--- src/rtl/core/dcr_pkg.sv ---
`timescale 1ns / 1ps
// ----------------------------------------------------------------------------
// dcr_pkg: shared types and constants
// Sample format, phase format, queue entry layout and the saturate helper.
// ----------------------------------------------------------------------------
package dcr_pkg;

    localparam int SAMPLE_BITS     = 16;
    localparam int MAX_CHANNELS    = 8;
    localparam int PHASE_FRAC_BITS = 16;
    localparam int MAX_OUTPUTS     = 8;
    localparam int TQ_BITS         = 12;
    localparam int QUEUE_DEPTH     = 2;

    localparam int CHAN_W     = 4;
    localparam int STEP_W     = 20;
    localparam int CFG_IDX_W  = 1;
    localparam int CFG_DATA_W = 20;

    // phase accumulator: whole units up to MAX_OUTPUTS plus fraction
    localparam int CNT_W  = $clog2(MAX_OUTPUTS + 1);
    localparam int ACC_W  = PHASE_FRAC_BITS + CNT_W;
    // interpolation position, down to -(MAX_OUTPUTS-1) units
    localparam int TQ_W   = TQ_BITS + $clog2(MAX_OUTPUTS) + 1;
    localparam int COEF_W = SAMPLE_BITS + 5;
    // Horner partial sums grow by the integer bits of t at each step
    localparam int V_W    = SAMPLE_BITS + 29;
    localparam int PROD_W = V_W + TQ_W;

    localparam int S_TDATA_W = MAX_CHANNELS * SAMPLE_BITS;
    localparam int M_TDATA_W = 2 * SAMPLE_BITS;

    localparam int MAX_SAMPLE = 2 ** (SAMPLE_BITS - 1) - 1;
    localparam int MIN_SAMPLE = -(2 ** (SAMPLE_BITS - 1));

    typedef enum logic [CFG_IDX_W-1:0] {
        REG_CHANNEL_COUNT = 1'b0,
        REG_PHASE_STEP    = 1'b1
    } cfg_reg_t;

    typedef logic signed [SAMPLE_BITS-1:0] sample_t;

    typedef struct packed {
        sample_t right;
        sample_t left;
    } pair_t;

    // One unit of work handed from the front end to the back end
    typedef struct packed {
        pair_t [3:0]        hist;    // index 0 oldest, 3 newest
        logic [ACC_W-1:0]   acc;     // saturated accumulator after the step
        logic [CNT_W-1:0]   count;   // results this frame causes
        logic               bypass;  // pass the newest pair through
        logic               mark;    // buffer end pending for first result
    } job_t;

    function automatic sample_t sat_sample(input logic signed [V_W-1:0] v);
        logic signed [V_W-1:0] hi;
        logic signed [V_W-1:0] lo;
        sample_t               r;
        hi = V_W'(MAX_SAMPLE);
        lo = V_W'(MIN_SAMPLE);
        if (v > hi) begin
            r = sample_t'(hi);
        end else if (v < lo) begin
            r = sample_t'(lo);
        end else begin
            r = sample_t'(v);
        end
        return r;
    endfunction

endpackage

--- src/rtl/core/dcr_queue.sv ---
`timescale 1ns / 1ps
// ----------------------------------------------------------------------------
// dcr_queue: job queue between front and back end
// Shift queue; the head is always slot 0, a push lands behind the last entry.
// ----------------------------------------------------------------------------
module dcr_queue #(
    parameter int DEPTH = dcr_pkg::QUEUE_DEPTH
) (
    input  logic          aclk,
    input  logic          aresetn,
    input  logic          in_valid,
    output logic          in_ready,
    input  dcr_pkg::job_t in_job,
    output logic          out_valid,
    input  logic          out_ready,
    output dcr_pkg::job_t out_job
);

    localparam int IDX_W  = $clog2(DEPTH);
    localparam int FILL_W = $clog2(DEPTH + 1);

    dcr_pkg::job_t     slot_reg  [DEPTH];
    dcr_pkg::job_t     slot_next [DEPTH];
    logic [FILL_W-1:0] fill_reg;
    logic [FILL_W-1:0] fill_next;
    logic [FILL_W-1:0] wr_pos;
    logic              push;
    logic              pop;

    assign in_ready  = (fill_reg != FILL_W'(DEPTH));
    assign out_valid = (fill_reg != '0);
    assign out_job   = slot_reg[0];
    assign push      = in_valid & in_ready;
    assign pop       = out_valid & out_ready;

    // advance on pop, write behind the remaining entries on push
    always_comb begin
        slot_next = slot_reg;
        if (pop) begin
            for (int i = 0; i < DEPTH - 1; i++) begin
                slot_next[i] = slot_reg[i+1];
            end
        end
        wr_pos = fill_reg - FILL_W'(pop);
        if (push) begin
            slot_next[wr_pos[IDX_W-1:0]] = in_job;
        end
        fill_next = fill_reg + FILL_W'(push) - FILL_W'(pop);
    end

    always_ff @(posedge aclk) begin
        slot_reg <= slot_next;
        if (!aresetn) begin
            fill_reg <= '0;
        end else begin
            fill_reg <= fill_next;
        end
    end

endmodule

--- config.mk ---
export PLATFORM = sky130hd
export DESIGN_NAME = dcr_queue
export DESIGN_NICKNAME = d
export VERILOG_FILES = /design/src/rtl/core/dcr_pkg.sv /design/src/rtl/core/dcr_queue.sv
export SDC_FILE = /design/constraint.sdc
export NUM_CORES = 1
export LEC_CHECK = 0
export BUFFER_PORTS_ARGS = -buffer_cell sky130_fd_sc_hd__buf_2
export CAP_MARGIN = 20
export CORE_ASPECT_RATIO = 0.75
export CORE_MARGIN = 2
export CORE_UTILIZATION = 35
export DETAILED_ROUTE_END_ITERATION = 16
export SETUP_SLACK_MARGIN = 0.5
export SYNTH_ARGS = -nofsm -noshare
export SYNTH_HDL_FRONTEND = slang
export SYNTH_SLANG_ARGS = --single-unit
export TNS_END_PERCENT = 10
--- constraint.sdc ---
create_clock -name aclk -period 8.3 [get_ports aclk]
set_input_delay 1.245 -clock aclk [delete_from_list [all_inputs] [get_ports aclk]]
set_output_delay 1.245 -clock aclk [all_outputs]
set_load 0.05 [all_outputs]
# Word level (Yosys, flattened, before mapping)
# Cells that the tools add are included.
totals:
  word_cells: 41
  output_inout_bits: 156
  inputBits: 158
  regBits: 310
op_classes:
  n_lt_le_gt_ge: 2
  n_reduce_logical: 2
  eq_ne: 1
  bitwise: 3
  n_mux: 5
  add_sub_neg: 3
ops:
  columns: ["op", "count"]
  rows:
  - ["bitwise mux 308 bit", 1]
  - ["two-way mux 154 bit", 2]
  - ["two-way mux 308 bit", 1]
  - ["demux 154 bit (select 1 bit)", 1]
  - ["adder 2 x 1 -> 2 bit", 1]
  - ["bitwise AND 1 bit", 2]
  - ["greater-or-equal comparator 2 bit, second input constant", 1]
  - ["less-than comparator 2 x 1 -> 1 bit, second input constant", 1]
  - ["inequality test 2 bit, second input constant", 1]
  - ["NOT 1 -> 2 bit", 1]
  - ["nonzero test 2 bit", 1]
  - ["subtractor 2 x 1 -> 2 bit", 1]
  - ["logical AND 1 bit", 1]
  - ["subtractor 1 bit", 1]

# Logic depth before layout (Yosys ltp)
# Gate-level depths: netlist of run 1.
logic_depth:
  depth_word: 10
  mapped_depth: 7
  mapped_depth_nobuf: 6

# Worst setup path after synthesis of run 1
# OpenSTA, ideal clock, no wires.
synth_path:
  path_type: "input to register"
  startpoint: "input in_valid"
  endpoint: "register with a tool-made name"
  path_buffers: 0
  stages: 2
  path_slack_ns: -0.079
  arrival_time_ns: 7.708
  path_cell_list: "nand2_1 > nor2_1"
synth_lines:
  columns: ["element", "line", "source"]
  rows:
  - ["from (decl)", "dcr_queue.sv:11", "input logic in_valid,"]

==> results of run 1 <==
-- tightest hold or removal path: stages, from the launching register on --
cell and delay, ps:
edfxtp_1 320, mux2_1 120, mux2_4 130
-- final cells by class --
type / instances / area [µm²]
diodes: 3 / 7.507
repair buffers: 322 / 1634
fillers: 3591 / 22910
inverters: 1 / 3.754
well taps: 512 / 640.6
multi-input cells: 325 / 4169
clock buffers: 42 / 867.1
clock inverters: 16 / 112.6
flip-flops and latches: 310 / 7747
-- per-stage QoR --
| step | cells | utilization (%) | setup WS, ps |
|---|---|---|---|
| 6_report | 1531 | 39.86 | 5081 |
| 2_1_floorplan | 824 | - | 2552 |
| 3_3_place_gp | 1470 | 37.27 | 4450 |
| 5_1_grt | 1528 | 39.84 | 4965 |
| 3_5_place_dp | 1470 | 37.27 | 4453 |
| 4_1_cts | 1528 | 39.84 | 5067 |
-- path summary, 6_finish.rpt --
kind | cells after the start | from | to | slack [ps]
max reg2reg | 5 | fill_reg[0] | out_job[133] | 5460
max | 6 | out_ready | out_job[133] | 5080
min reg2reg | 2 | flip-flop | out_job[89] | 580
min | 2 | flip-flop | out_job[89] | 580
-- cells in the final DEF, fill, tap and decap left out, types with 2 or more instances in the layout --
cell and instances:
and2_1 2, buf_2 313, buf_4 9, clkbuf_1 6, clkbuf_16 31, clkbuf_8 5
clkinv_1 7, clkinv_2 3, clkinvlp_4 2, dfxtp_1 156, diode_2 3, edfxtp_1 154
inv_6 3, mux2_1 9, mux2_2 149, mux2_4 150, nand2_1 3, nor2_1 2
o21ai_4 2
-- kinds of logic (layout without fill, tap and decap cells) --
kind of cell | count (synthesis) | in the layout | share of synthesized area (%)
other cells | 0 | 3 | 0
simple gates | 10 | 10 | 0.3624
fa+ha+maj | 1 | 1 | 0.09291
compound gates | 4 | 4 | 0.2323
xor+xnor | 1 | 1 | 0.06506
mux | 309 | 309 | 30.02
buf+inv | 189 | 381 | 11.69
flops | 310 | 310 | 57.54
-- per-layer routing --
metal | wire, µm | share of wire, % | vias to the layer above
met5 | 33 | 0.13 | -
met4 | 593 | 2.3 | 6
met3 | 1907 | 7.5 | 43
met2 | 11770 | 46 | 178
met1 | 11190 | 44 | 3233
li1 | - | - | 3153
==> impl_metrics.ini, run 1 <==
[cts]
cts_sinks = 310
cts_hold_buf = 0
numCtsBuffers = 31
root_buffer = clkbuf_16
cts_tree = built
cts_resized = 0
path_clk_slew_ps = 60
cts_htree_levels = 1
clockBufferDepth = 3
postCtsSetupBuffers = 0
clkLatencyLatePin_ps = 570

[sta]
finalHoldViolCount = 0
finalCritPeriodShare_pct = 38.78
finalSetupViolCount = 0
fin_tns_setup_ps = 0
fmaxAchievable_mhz = 310.7
period_minus_slack_ps = 3219
worst_slew_pin_slew_ps = 1054
worst_hold_slack_ps = 580.8
clock_skew_ps = 10.80
slew_headroom_pct = 29.75
rsz0062_at_grt = false
slew_violations = 0

[routing]
via_per_inst = 4.319
first_pass_iters = 4
drtIter0Drc = 314
routedWlPerCell_um = 16.65
ant_nets = 0
routed-via-count = 6613
drt_wl_total_um = 25490
drc = 0

[synthesis]
ys_ff_latch = 310
synth-edff-count = 154
yosys_warnings = 0
synthCells = 824
ys_seq_area_share_pct = 57.54
synth.area.top_cells = edfxtp_1, dfxtp_1, mux2_4, mux2_2, buf_4
synth.most_common_cell = dfxtp_1
syn-cell-area_um2 = 13460
async_flop_share_pct = 0
synth_top_area_cell = edfxtp_1
syn_nets = 983
synth_ff_type = dfxtp_1
synth_common_cells = dfxtp_1, buf_4, edfxtp_1
avgSynthCellArea_um2 = 16.34
yosysUniqueCellTypes = 22
synth_top_area_share_pct = 34.35

[cells_and_area]
drive_gt1_share_pct = 65.94
nNetsFinal = 1150
syn_to_final_growth_pct = 12.76
fin_area_um2 = 15180

[floorplanning]
io_pins = 314
core_area_um2 = 38090
die_area_um2 = 40070
row_count = 62
initial_core_util_pct = 35.35
fp.dieH_um = 173.9
die_w_um = 230.5

[worst_setup_path]
path_common_cell = buf_4
crit_chain = buf_2 > and2_1 > o21ai_4 > buf_4 > buf_4 > mux2_2
path_buf_inv = 3
slowest_stage = buf_4
crit_family = buffers and inverters
crit_required_ps = 8750
cpPeakStageDelay_ps = 770
crit_arrival_ps = 3670
crit_type = primary input to flip-flop
cp-start-kind = primary input
crit_fanout = 50
worst_setup_path_end_kind = flip-flop

[grt]
grtUsageMet3_pct = 4.046
grtUsageTotal_pct = 12.25
grt_pass1_wl_um = 39270
busiest_layer = met2
grtUsageMet1_pct = 16.12
grt_max_degree = 57
antenna_found_initial = 3
grt_pass1_vias = 6750
use_met2_pct = 19.39
grt_remaining_overflow = 0

[place]
port_buffers = 313
place_area_um2 = 14190
place_hpwl_um = 16780
globalplace.congestion = 0.7109

[flow_run]
maxCapViolCount = 0

[run_status]
status = completed

[worst_hold_path]
min_path_type = flip-flop to flip-flop
Power of run 1 is not shown: default switching activity piles up to over one toggle a cycle in this logic, so the estimate is an artifact.
==> run 2: changes to the inputs <==
==> constraint.sdc (replaced) <==
create_clock -name aclk -period 3.3 [get_ports aclk]
set_input_delay 0.495 -clock aclk [delete_from_list [all_inputs] [get_ports aclk]]
set_output_delay 0.495 -clock aclk [all_outputs]
set_load 0.05 [all_outputs]
==> run 2 against run 1 <==
Via count fell by 0.47%. Sequential share of layout area decreased by 0.37 points. Critical path depth down 2. Clock-buffer cell count grew 3. Critical path type is now flip-flop to flip-flop.
==> impl_metrics.ini, run 2 (same netlist as run 1, synthesis figures left out) <==
[cells_and_area]
final_core_util_pct = 40.16
syn_to_final_growth_pct = 13.60
final_common_cell = buf_2
layout_common_cells = buf_2, dfxtp_1, edfxtp_1
nNetsFinal = 1148
drive_gt1_share_pct = 66.21

[floorplanning]
core_area_um2 = 38090
fp.dieH_um = 173.9
initial_core_util_pct = 35.35
io_pins = 314
die_area_um2 = 40070
row_count = 62
die_w_um = 230.5

[routing]
via_per_inst = 4.313
drtIter0Drc = 289
routed-via-count = 6582
drc = 0
drt_wl_total_um = 25170
ant_nets = 0
routedWlPerCell_um = 16.49
first_pass_iters = 4

[sta]
worst_slew_pin_slew_ps = 900.0
rsz0062_at_grt = false
finalHoldViolCount = 0
setup_ws_ps = 1239
slew_headroom_pct = 40.00
period_minus_slack_ps = 2061
fmaxAchievable_mhz = 485.2
finalSetupViolCount = 0
clock_skew_ps = 11.23
worst_hold_slack_ps = 119.5
finalCritPeriodShare_pct = 62.45
fin_tns_setup_ps = 0
slew_violations = 0

[worst_setup_path]
ff2ff_path_depth = 4
crit_required_ps = 3750
cp-start-kind = flip-flop
crit_arrival_ps = 2510
crit_type = flip-flop to flip-flop
worst_setup_path_end_kind = flip-flop
crit_fanout = 98

[place]
port_buffers = 313
place_hpwl_um = 16370
globalplace.congestion = 0.6980
place_ws_ps = 1045

[worst_hold_path]
min_path_type = primary input to flip-flop
holdPathStages = 1

[grt]
grtUsageTotal_pct = 12.14
grt_pass1_vias = 6948
grt_pass1_wl_um = 39120
antenna_found_initial = 2
grt_max_degree = 108
grt_remaining_overflow = 0

[cts]
root_buffer = clkbuf_16
cts_tree = built
clkLatencyLatePin_ps = 560
path_clk_slew_ps = 60
cts_hold_buf = 0
cts_sinks = 310
numCtsBuffers = 31
cts_htree_levels = 1
cts_resized = 0
postCtsSetupBuffers = 0
clockBufferDepth = 3

[run_status]
status = completed

[flow_run]
maxCapViolCount = 0
==> run 2: cell count changes in the layout (fill, tap and decap cells not counted), sizes merged, moves of 2 or more <==
cell      change
buf           -2
bufinv        +2
clkbuf        +3
clkinv        -2
clkinvlp      -2
inv           -3
==> run 2: metrics by stage <==
stage	area, µm²	instances
2_1_floorplan	13490	824
3_3_place_gp	14270	1468
3_5_place_dp	14270	1468
4_1_cts	15290	1524
5_1_grt	15290	1524
6_report	15300	1526
==> run 2: critical path: stages (launching register included) <==
cell and delay (ps):
dfxtp_2 390, o21ai_4 210, buf_12 420, mux2_4 350, mux2_2 270
==> run 2: final cells by class <==
class | count | area (µm²)
repair buffers | 320 | 1694
diodes | 2 | 5.005
clock buffers | 45 | 888.4
well taps | 512 | 640.6
inverters | 1 | 3.754
fillers | 3584 | 22790
clock inverters | 11 | 130.1
flip-flops and latches | 310 | 7749
multi-input cells | 325 | 4185
==> run 2: per-layer routing <==
layer | GRT usage, % | up-vias | part of all wire (%)
met4 | 3.602 | 2 | 2.9
li1 | - | 3155 | -
met1 | 15.91 | 3197 | 44
met2 | 18.81 | 183 | 45
met3 | 4.359 | 45 | 8.1
met5 | 0 | - | 0.052
==> run 2: path summary, 6_finish.rpt <==
check	from	endpoint	slack [ps]
min	in_job[83]	flip-flop	120
min reg2reg	flip-flop	out_job[85]	570
max reg2reg	fill_reg[0]	out_job[8]	1240
max	fill_reg[0]	out_job[8]	1240
Power of run 2 is left out for the same reason.
