<file path="config.mk">
export PLATFORM = sky130hd
export DESIGN_NAME = dcr_back
export DESIGN_NICKNAME = d
export VERILOG_FILES = /design/src/rtl/core/dcr_pkg.sv /design/src/rtl/core/dcr_back.sv
export SDC_FILE = /design/constraint.sdc
export NUM_CORES = 2
export LEC_CHECK = 0
export BUFFER_PORTS_ARGS = -buffer_cell sky130_fd_sc_hd__buf_2
export CORE_MARGIN = 2
export CORE_UTILIZATION = 45
export DETAILED_ROUTE_END_ITERATION = 10
export PLACE_DENSITY_LB_ADDON = 0.15
export SLEW_MARGIN = 20
export SYNTH_ARGS = -nofsm -noshare
export SYNTH_HDL_FRONTEND = slang
export SYNTH_SLANG_ARGS = --single-unit
</file>
<file path="constraint.sdc">
create_clock -name aclk -period 27.6 [get_ports aclk]
set_input_delay 1.38 -clock aclk [delete_from_list [all_inputs] [get_ports aclk]]
set_output_delay 1.38 -clock aclk [all_outputs]
set_load 0.02 [all_outputs]
</file>
<file path="src/rtl/core/dcr_pkg.sv">
`timescale 1ns / 1ps
// ----------------------------------------------------------------------------
// dcr_pkg: shared types and constants
// Sample format, phase format, queue entry layout and the saturate helper.
// ----------------------------------------------------------------------------
package dcr_pkg;

    localparam int SAMPLE_BITS     = 16;
    localparam int MAX_CHANNELS    = 8;
    localparam int PHASE_FRAC_BITS = 16;
    localparam int MAX_OUTPUTS     = 8;
    localparam int TQ_BITS         = 12;
    localparam int QUEUE_DEPTH     = 2;

    localparam int CHAN_W     = 4;
    localparam int STEP_W     = 20;
    localparam int CFG_IDX_W  = 1;
    localparam int CFG_DATA_W = 20;

    // phase accumulator: whole units up to MAX_OUTPUTS plus fraction
    localparam int CNT_W  = $clog2(MAX_OUTPUTS + 1);
    localparam int ACC_W  = PHASE_FRAC_BITS + CNT_W;
    // interpolation position, down to -(MAX_OUTPUTS-1) units
    localparam int TQ_W   = TQ_BITS + $clog2(MAX_OUTPUTS) + 1;
    localparam int COEF_W = SAMPLE_BITS + 5;
    // Horner partial sums grow by the integer bits of t at each step
    localparam int V_W    = SAMPLE_BITS + 29;
    localparam int PROD_W = V_W + TQ_W;

    localparam int S_TDATA_W = MAX_CHANNELS * SAMPLE_BITS;
    localparam int M_TDATA_W = 2 * SAMPLE_BITS;

    localparam int MAX_SAMPLE = 2 ** (SAMPLE_BITS - 1) - 1;
    localparam int MIN_SAMPLE = -(2 ** (SAMPLE_BITS - 1));

    typedef enum logic [CFG_IDX_W-1:0] {
        REG_CHANNEL_COUNT = 1'b0,
        REG_PHASE_STEP    = 1'b1
    } cfg_reg_t;

    typedef logic signed [SAMPLE_BITS-1:0] sample_t;

    typedef struct packed {
        sample_t right;
        sample_t left;
    } pair_t;

    // One unit of work handed from the front end to the back end
    typedef struct packed {
        pair_t [3:0]        hist;    // index 0 oldest, 3 newest
        logic [ACC_W-1:0]   acc;     // saturated accumulator after the step
        logic [CNT_W-1:0]   count;   // results this frame causes
        logic               bypass;  // pass the newest pair through
        logic               mark;    // buffer end pending for first result
    } job_t;

    function automatic sample_t sat_sample(input logic signed [V_W-1:0] v);
        logic signed [V_W-1:0] hi;
        logic signed [V_W-1:0] lo;
        sample_t               r;
        hi = V_W'(MAX_SAMPLE);
        lo = V_W'(MIN_SAMPLE);
        if (v > hi) begin
            r = sample_t'(hi);
        end else if (v < lo) begin
            r = sample_t'(lo);
        end else begin
            r = sample_t'(v);
        end
        return r;
    endfunction

endpackage

</file>
<file path="src/rtl/core/dcr_back.sv">
`timescale 1ns / 1ps
// ----------------------------------------------------------------------------
// dcr_back: Catmull-Rom interpolation engine
// Takes one job, forms the cubic coefficients for both sides, then per result
// walks the Horner steps on one multiplier per side and posts the pair.
// ----------------------------------------------------------------------------
module dcr_back (
    input  logic                           aclk,
    input  logic                           aresetn,
    input  logic                           job_valid,
    output logic                           job_ready,
    input  dcr_pkg::job_t                  job,
    output logic                           m_tvalid,
    input  logic                           m_tready,
    output logic [dcr_pkg::M_TDATA_W-1:0]  m_tdata,
    output logic                           m_tlast,
    output logic                           m_tuser
);

    localparam int F   = dcr_pkg::PHASE_FRAC_BITS;
    localparam int TQB = dcr_pkg::TQ_BITS;
    localparam int CW  = dcr_pkg::COEF_W;
    localparam int VW  = dcr_pkg::V_W;
    localparam int PW  = dcr_pkg::PROD_W;
    localparam int TW  = dcr_pkg::TQ_W;
    localparam int AW  = dcr_pkg::ACC_W;
    localparam int NW  = dcr_pkg::CNT_W;
    localparam int unsigned UNITY = 1 << F;

    typedef enum logic [1:0] {
        ST_IDLE,
        ST_PHASE,
        ST_MUL,
        ST_FIN
    } state_t;

    // Horner order: c3, c2, c1, c0
    typedef logic [3:0][CW-1:0] horner_t;

    function automatic horner_t horner_coefs(input dcr_pkg::sample_t a,
                                             input dcr_pkg::sample_t b,
                                             input dcr_pkg::sample_t c,
                                             input dcr_pkg::sample_t d);
        logic signed [CW-1:0] ea;
        logic signed [CW-1:0] eb;
        logic signed [CW-1:0] ec;
        logic signed [CW-1:0] ed;
        horner_t              h;
        ea = CW'(a);
        eb = CW'(b);
        ec = CW'(c);
        ed = CW'(d);
        h[0] = CW'(ed - ea + (eb - ec) * 3);
        h[1] = CW'((ea <<< 1) - eb * 5 + (ec <<< 2) - ed);
        h[2] = CW'(ec - ea);
        h[3] = CW'(eb <<< 1);
        return h;
    endfunction

    state_t                state_reg, state_next;
    logic [1:0]            hstep_reg, hstep_next;
    logic [NW-1:0]         rem_reg, rem_next;
    logic [AW-1:0]         acc_reg, acc_next;
    logic signed [TW-1:0]  tq_reg, tq_next;
    horner_t               hl_reg, hl_next;
    horner_t               hr_reg, hr_next;
    logic signed [PW-1:0]  prod_l_reg, prod_l_next;
    logic signed [PW-1:0]  prod_r_reg, prod_r_next;
    logic                  bypass_reg, bypass_next;
    logic                  mark_reg, mark_next;
    dcr_pkg::pair_t        byp_pair_reg, byp_pair_next;
    logic                  m_valid_reg, m_valid_next;
    dcr_pkg::pair_t        m_data_reg, m_data_next;
    logic                  m_last_reg, m_last_next;
    logic                  m_user_reg, m_user_next;

    logic signed [CW-1:0]  cf_l;
    logic signed [CW-1:0]  cf_r;
    logic signed [VW-1:0]  v_l;
    logic signed [VW-1:0]  v_r;
    logic signed [PW-1:0]  mul_l;
    logic signed [PW-1:0]  mul_r;
    logic signed [VW-1:0]  rnd_l;
    logic signed [VW-1:0]  rnd_r;
    logic [AW-1:0]         acc_dec;
    logic signed [AW:0]    t_s;
    logic                  out_free;

    assign job_ready = (state_reg == ST_IDLE);
    assign out_free  = !m_valid_reg || m_tready;

    // Horner datapath: v = floor(prod / 2^12) + c * 2^12, prod' = v * tq
    always_comb begin
        cf_l  = $signed(hl_reg[hstep_reg]);
        cf_r  = $signed(hr_reg[hstep_reg]);
        v_l   = VW'(prod_l_reg >>> TQB) + (VW'(cf_l) <<< TQB);
        v_r   = VW'(prod_r_reg >>> TQB) + (VW'(cf_r) <<< TQB);
        mul_l = v_l * tq_reg;
        mul_r = v_r * tq_reg;
        rnd_l = (v_l + VW'(1 << TQB)) >>> (TQB + 1);
        rnd_r = (v_r + VW'(1 << TQB)) >>> (TQB + 1);
    end

    // next whole unit and its position t = 1 - acc
    always_comb begin
        acc_dec = acc_reg - AW'(UNITY);
        t_s     = $signed({1'b0, AW'(UNITY)}) - $signed({1'b0, acc_dec});
    end

    // sequencer
    always_comb begin
        state_next    = state_reg;
        hstep_next    = hstep_reg;
        rem_next      = rem_reg;
        acc_next      = acc_reg;
        tq_next       = tq_reg;
        hl_next       = hl_reg;
        hr_next       = hr_reg;
        prod_l_next   = prod_l_reg;
        prod_r_next   = prod_r_reg;
        bypass_next   = bypass_reg;
        mark_next     = mark_reg;
        byp_pair_next = byp_pair_reg;
        m_valid_next  = m_valid_reg & ~m_tready;
        m_data_next   = m_data_reg;
        m_last_next   = m_last_reg;
        m_user_next   = m_user_reg;
        case (state_reg)
            ST_IDLE: begin
                if (job_valid) begin
                    hl_next = horner_coefs(job.hist[0].left, job.hist[1].left,
                                           job.hist[2].left, job.hist[3].left);
                    hr_next = horner_coefs(job.hist[0].right, job.hist[1].right,
                                           job.hist[2].right, job.hist[3].right);
                    acc_next      = job.acc;
                    rem_next      = job.count;
                    bypass_next   = job.bypass;
                    mark_next     = job.mark;
                    byp_pair_next = job.hist[3];
                    state_next    = job.bypass ? ST_FIN : ST_PHASE;
                end
            end
            ST_PHASE: begin
                acc_next    = acc_dec;
                tq_next     = TW'(t_s >>> (F - TQB));
                prod_l_next = '0;
                prod_r_next = '0;
                hstep_next  = 2'd0;
                state_next  = ST_MUL;
            end
            ST_MUL: begin
                prod_l_next = mul_l;
                prod_r_next = mul_r;
                hstep_next  = hstep_reg + 2'd1;
                if (hstep_reg == 2'd2) begin
                    state_next = ST_FIN;
                end
            end
            ST_FIN: begin
                if (out_free) begin
                    m_valid_next = 1'b1;
                    if (bypass_reg) begin
                        m_data_next = byp_pair_reg;
                    end else begin
                        m_data_next.left  = dcr_pkg::sat_sample(rnd_l);
                        m_data_next.right = dcr_pkg::sat_sample(rnd_r);
                    end
                    m_last_next = (rem_reg == NW'(1));
                    m_user_next = mark_reg;
                    mark_next   = 1'b0;
                    rem_next    = rem_reg - NW'(1);
                    state_next  = (rem_reg == NW'(1)) ? ST_IDLE : ST_PHASE;
                end
            end
            default: begin
                state_next = ST_IDLE;
            end
        endcase
    end

    always_ff @(posedge aclk) begin
        hstep_reg    <= hstep_next;
        rem_reg      <= rem_next;
        acc_reg      <= acc_next;
        tq_reg       <= tq_next;
        hl_reg       <= hl_next;
        hr_reg       <= hr_next;
        prod_l_reg   <= prod_l_next;
        prod_r_reg   <= prod_r_next;
        bypass_reg   <= bypass_next;
        mark_reg     <= mark_next;
        byp_pair_reg <= byp_pair_next;
        m_data_reg   <= m_data_next;
        m_last_reg   <= m_last_next;
        m_user_reg   <= m_user_next;
        if (!aresetn) begin
            state_reg   <= ST_IDLE;
            m_valid_reg <= 1'b0;
        end else begin
            state_reg   <= state_next;
            m_valid_reg <= m_valid_next;
        end
    end

    assign m_tvalid = m_valid_reg;
    assign m_tdata  = m_data_reg;
    assign m_tlast  = m_last_reg;
    assign m_tuser  = m_user_reg;

endmodule

</file>
======== After elaboration in Yosys (flattened, before gate mapping) ========
Index checks and enable logic that the tools add are counted.
storage, ports and cells
  input bits .............................. 158
  word-level logic and storage cells ...... 106
  register bits after elaboration ......... 385
operators by class
  $lt $le $gt $ge ......................... 5
  add/subtract/negate cells ............... 22
  equality and inequality tests ........... 8
  mux-type cells .......................... 28
  reduce and logical (&&, ||, !) cells .... 11
  bitwise gates (word level) .............. 2
  multipliers ............................. 6
operator list
  kind                                                                               count
  57-bit one-hot mux with 2 select lines                                             2
  45-bit by 16-bit multiplier with 57-bit output                                     2
  16-bit by 16-bit subtractor with 17-bit output                                     6
  45-bit by 14-bit adder with 45-bit output, second input constant                   2
  45-bit by 33-bit adder with 45-bit output                                          2
  21-bit binary-select mux with 2-bit select                                         2
  32-bit by 16-bit greater-than comparator with 1-bit output, second input constant  2
  32-bit by 16-bit less-than comparator with 1-bit output, second input constant     2
  16-bit 2-to-1 mux                                                                  4
  17-bit by 20-bit adder with 21-bit output                                          2
  21-bit by 18-bit adder with 21-bit output                                          2
  21-bit 2-to-1 mux                                                                  2
  17-bit by 20-bit subtractor with 21-bit output                                     2
  21-bit by 16-bit subtractor with 21-bit output                                     2
  16-bit by 4-bit multiplier with 20-bit output, second input constant               2
  17-bit by 3-bit multiplier with 20-bit output, second input constant               2
  20-bit one-hot mux with 2 select lines                                             1
  32-bit 2-to-1 mux                                                                  1
  20-bit 2-to-1 mux                                                                  1
  17-bit by 20-bit subtractor with 20-bit output, first input constant               1
  20-bit by 17-bit subtractor with 20-bit output, second input constant              1
  2-bit 2-to-1 mux                                                                   4
  4-bit 2-to-1 mux                                                                   2
  2-bit one-hot mux with 4 select lines                                              1
  other kinds (19)                                                                   32

======== Logic depth before layout (Yosys ltp) ========
  depth in word-level cells ............... 8
  gate-level depth with buffers ........... 43
  gate-level depth less buffers ........... 40

======== Worst setup path before layout ========
Ideal clock, no wire load.
  kind .................................... flip-flop to flip-flop
  start point ............................. register hstep_reg[0]
  end point ............................... register prod_l_reg[56] (data pin)
  path buffers ............................ 5
  stages on the path, launching flop included .. 40
  arrival time ............................ 10589 ps
  data required time ...................... 27334 ps
  setup time .............................. 266 ps
  slack ................................... 16745 ps
  cell sequence ........................... edfxtp_1 -> clkbuf_1 -> clkbuf_1 -> buf_1 -> mux2i_1 -> o21ai_0 -> ha_1 -> fa_1 -> a21oi_1 -> o22a_1 -> o21ai_0 -> a21o_1 -> a21o_1 -> a211oi_1 -> clkbuf_1 -> clkbuf_1 -> nand2_1 -> fa_1 -> [... 4 more ...] -> fa_1 -> inv_1 -> fa_1 -> fa_1 -> ha_1 -> a21o_1 -> a211oi_1 -> o21ai_0 -> a2111oi_0 -> o31a_1 -> a311oi_1 -> a31oi_1 -> o21ai_0 -> a21oi_1 -> o21ai_0 -> a21oi_1 -> xor2_1 -> nor2_1
between the ends
  longest elaborated chain between the ends .. 5
ends and longest elaborated chain
  what                                            line             source
  start: declaration                              dcr_back.sv:61   logic [1:0] hstep_reg, hstep_next;
  start signal: assignment                        dcr_back.sv:182  hstep_reg <= hstep_next;
  21-bit binary-select mux with 2-bit select      dcr_back.sv:94   cf_l = $signed(hl_reg[hstep_reg]);
  21-bit 2-to-1 mux (implied by the code)         dcr_back.sv:94
  45-bit by 33-bit adder with 45-bit output       dcr_back.sv:96   v_l = VW'(prod_l_reg >>> TQB) + (VW'(cf_l) <<< TQB);
  45-bit by 16-bit multiplier with 57-bit output  dcr_back.sv:98   mul_l = v_l * tq_reg;
  57-bit one-hot mux with 2 select lines          dcr_back.sv:128  case (state_reg)
  end signal: assignment                          dcr_back.sv:188  prod_l_reg <= prod_l_next;
  end: declaration                                dcr_back.sv:67   logic signed [PW-1:0] prod_l_reg, prod_l_next;
Every way passes these cells. The select of a mux whose other input is x is not followed.
A chain may end at the register's enable or synchronous reset.

======== Worst setup path in the final report ========
  start point ............................. register hstep_reg[1]
  end point ............................... register prod_l_reg[56] (data pin)
Same word-level chain as after synthesis.

==> flow_metrics.py <==
metrics = {
    "synthesis": {
        "yosysSeqAreaShare": 0.1419,
        "synth_edf_count": 350,
        "yosys.area_share.simple": 0.1529,
        "yosys.area_share.adder": 0.4887,
        "synth_xor_area_frac": 0.03474,
        "synth_top_family_by_area": "adder cells",
        "synth_nets": 10080,
        "ys_ff_latch": 353,
        "synth.lib_cells_used.distinct": 102,
        "synthesis.instances": 7881,
        "synth.yosys.warnings": 0,
        "async_reset_ff_frac": 0,
        "yosys-mux-area-fraction": 0.01285,
        "synth-compound-area-share": 0.06826,
        "ys.flop_type": "edfxtp_1",
        "synth.avg_cell_area_sq_um": 9.452,
        "syn_area_sq_um": 74490,
    },
    "clock_tree": {
        "clk_pin_slew_ns": 0.07,
        "cts_max_path_buffers": 3,
        "cts_setup_buffers": 0,
        "clock_latency_ns": 0.65,
        "hold_buffers": 0,
        "clkSinkCount": 353,
        "cts_resized": 0,
        "h-tree-depth": 2,
        "numCtsBuffers": 41,
        "cts-root-buf": "clkbuf_16",
        "cts_tree": "done",
    },
    "global_routing": {
        "grt_pass1_vias": 57600,
        "grt_pass1_wl_mm": 323.8,
        "antenna_found_initial": 1,
        "grt_use_total": 0.2457,
        "grt_overflow_total": 0,
        "grt_max_degree": 90,
    },
    "floorplan": {
        "start_util": 0.4525,
        "ios": 194,
        "dieArea_sq_um": 168800,
        "rows": 149,
        "core_area_sq_um": 164600,
        "die_h_um": 410.9,
        "die_x_um": 410.9,
    },
    "cells_and_area": {
        "drive_above_1_share": 0.06299,
        "syn2layout_area_growth_pct": 6.395,
        "final_cell_area_sq_um": 79250,
        "layout.cells.most_common": "inv_1",
        "nNetsFinal": 10090,
        "final_cell_mix": "inv_1, fa_1, nand2_1, ha_1, and2_1",
        "nFillCells": 15550,
    },
    "placed_design": {
        "gp_congestion": 0.8787,
        "dp_hpwl_mm": 152.8,
        "numPortBuffers": 193,
        "dp_slack_ns": 15.75,
        "postPlaceCellArea_sq_um": 77900,
    },
    "critical_path": {
        "required_ns": 27.98,
        "critPathArrivalTime_ns": 12.13,
        "path_buf_inv": 4,
        "path_max_fanout": 46,
        "cp_top_family": "compound AO/OA/AOI/OAI gates",
        "path_common_cell": "fa_1",
        "critical_path_class": "flop to flop",
        "cp-end-kind": "flop",
        "cpPeakStageDelay_ns": 0.84,
        "crit_slowest_cell": "a311o_1",
        "cp-start-kind": "flop",
    },
    "timing": {
        "post-route-period-util": 0.4257,
        "rsz0062_at_grt": "no",
        "fin_tns_setup_ns": 0,
        "finalWorstSetupSlack_ns": 15.85,
        "holdWs_ns": 0.4179,
        "drv_slew": 0,
        "slew_headroom": 0.2163,
        "worstMarginPinSlew_ns": 1.163,
        "final-hold-violation-count": 0,
        "fmax_mhz": 85.11,
        "period_needed_ns": 11.75,
        "finalSetupViolCount": 0,
        "fin_skew_ns": 0.04932,
    },
    "run": {
        "max-cap-violations": 0,
    },
    "routing": {
        "ant_nets": 0,
        "vias_per_cell": 5.284,
        "drtIter0Drc": 3437,
        "routed_wirelength_mm": 200.6,
        "drc_errors": 0,
        "first_pass_iters": 5,
        "wire_per_inst_um": 19.83,
        "num_vias": 53430,
    },
    "hold_path": {
        "hold_path.class": "flop to flop",
    },
    "outcome": {
        "outcome": "complete, no violations",
    },
}
synthesized netlist by cell type, types with 7 or more instances:
cell type	n	area share
a211o_1	17	0.0020
a211oi_1	29	0.0029
a21boi_0	51	0.0051
a21o_1	64	0.0065
a21oi_1	201	0.014
a311oi_1	9	0.0011
a31oi_1	17	0.0014
a41oi_1	9	0.0011
and2_1	498	0.042
and3_1	46	0.0039
buf_1	15	0.00076
clkbuf_1	306	0.015
edfxtp_1	350	0.14
fa_1	1442	0.39
ha_1	602	0.10
inv_1	1647	0.083
mux2_2	9	0.0014
mux2i_1	18	0.0024
mux4_2	30	0.0091
nand2_1	1057	0.053
nand2b_1	68	0.0057
nand3_1	74	0.0050
nand4_1	25	0.0021
nor2_1	342	0.017
nor2b_1	84	0.0071
nor3_1	77	0.0052
nor3b_1	10	0.0010
nor4_1	20	0.0017
nor4b_1	7	0.00082
o211ai_1	21	0.0021
o211ai_2	10	0.0017
o21a_1	36	0.0036
o21ai_0	173	0.012
o21bai_1	19	0.0019
o22ai_1	9	0.00076
o31ai_1	10	0.0010
or2_2	17	0.0014
or3_1	24	0.0020
xnor2_1	195	0.023
xor2_1	91	0.011
final cells by class:
cell class | instances | area (sq um) | share of cell area
Multi-Input combinational cell | 5544 | 56600 | 0.7142
Antenna cell | 1 | 2.502 | 0.00003158
Inverter | 1649 | 6191 | 0.07812
Clock buffer | 48 | 1052 | 0.01328
Timing Repair Buffer | 301 | 1802 | 0.02273
Clock inverter | 27 | 296.5 | 0.003742
Tap cell | 2189 | 2739 | 0.03456
Sequential cell | 353 | 10570 | 0.1334
metal layers:
metal	GRT usage	vias up	wire length [um]
met5	0	-	0
met4	0.05293	0	4253
met3	0.02703	218	11070
met2	0.3994	1373	93400
met1	0.3550	27520	91840
li1	-	24320	-
cell families (layout without fill, tap and decap cells):
logic type,count (synthesis),after routing
simple gates,2386,2386
fa+ha+maj,2044,2044
buf+inv,1984,2025
compound gates,767,767
flops,353,353
xor+xnor,290,290
mux,57,57
other cells,0,1
stage by stage:
step / cells / utilization
floorplan: 7881 / -
global placement: 10040 / 0.4732
detailed placement: 10040 / 0.4732
CTS: 10110 / 0.4814
global route: 10110 / 0.4814
finish: 10110 / 0.4814
final timing paths:
path	startpoint	end	slack, ns	cells after the start
max	hstep_reg[1]	prod_l_reg[56]	15.85	35
max reg2reg	hstep_reg[1]	prod_l_reg[56]	15.85	35
min	mark_reg	m_tuser	0.42	0
min reg2reg	mark_reg	m_tuser	0.42	0
Power is left out: the tool's default activity adds up to more than one toggle a clock period on the data nets, which glitch-free logic cannot reach.
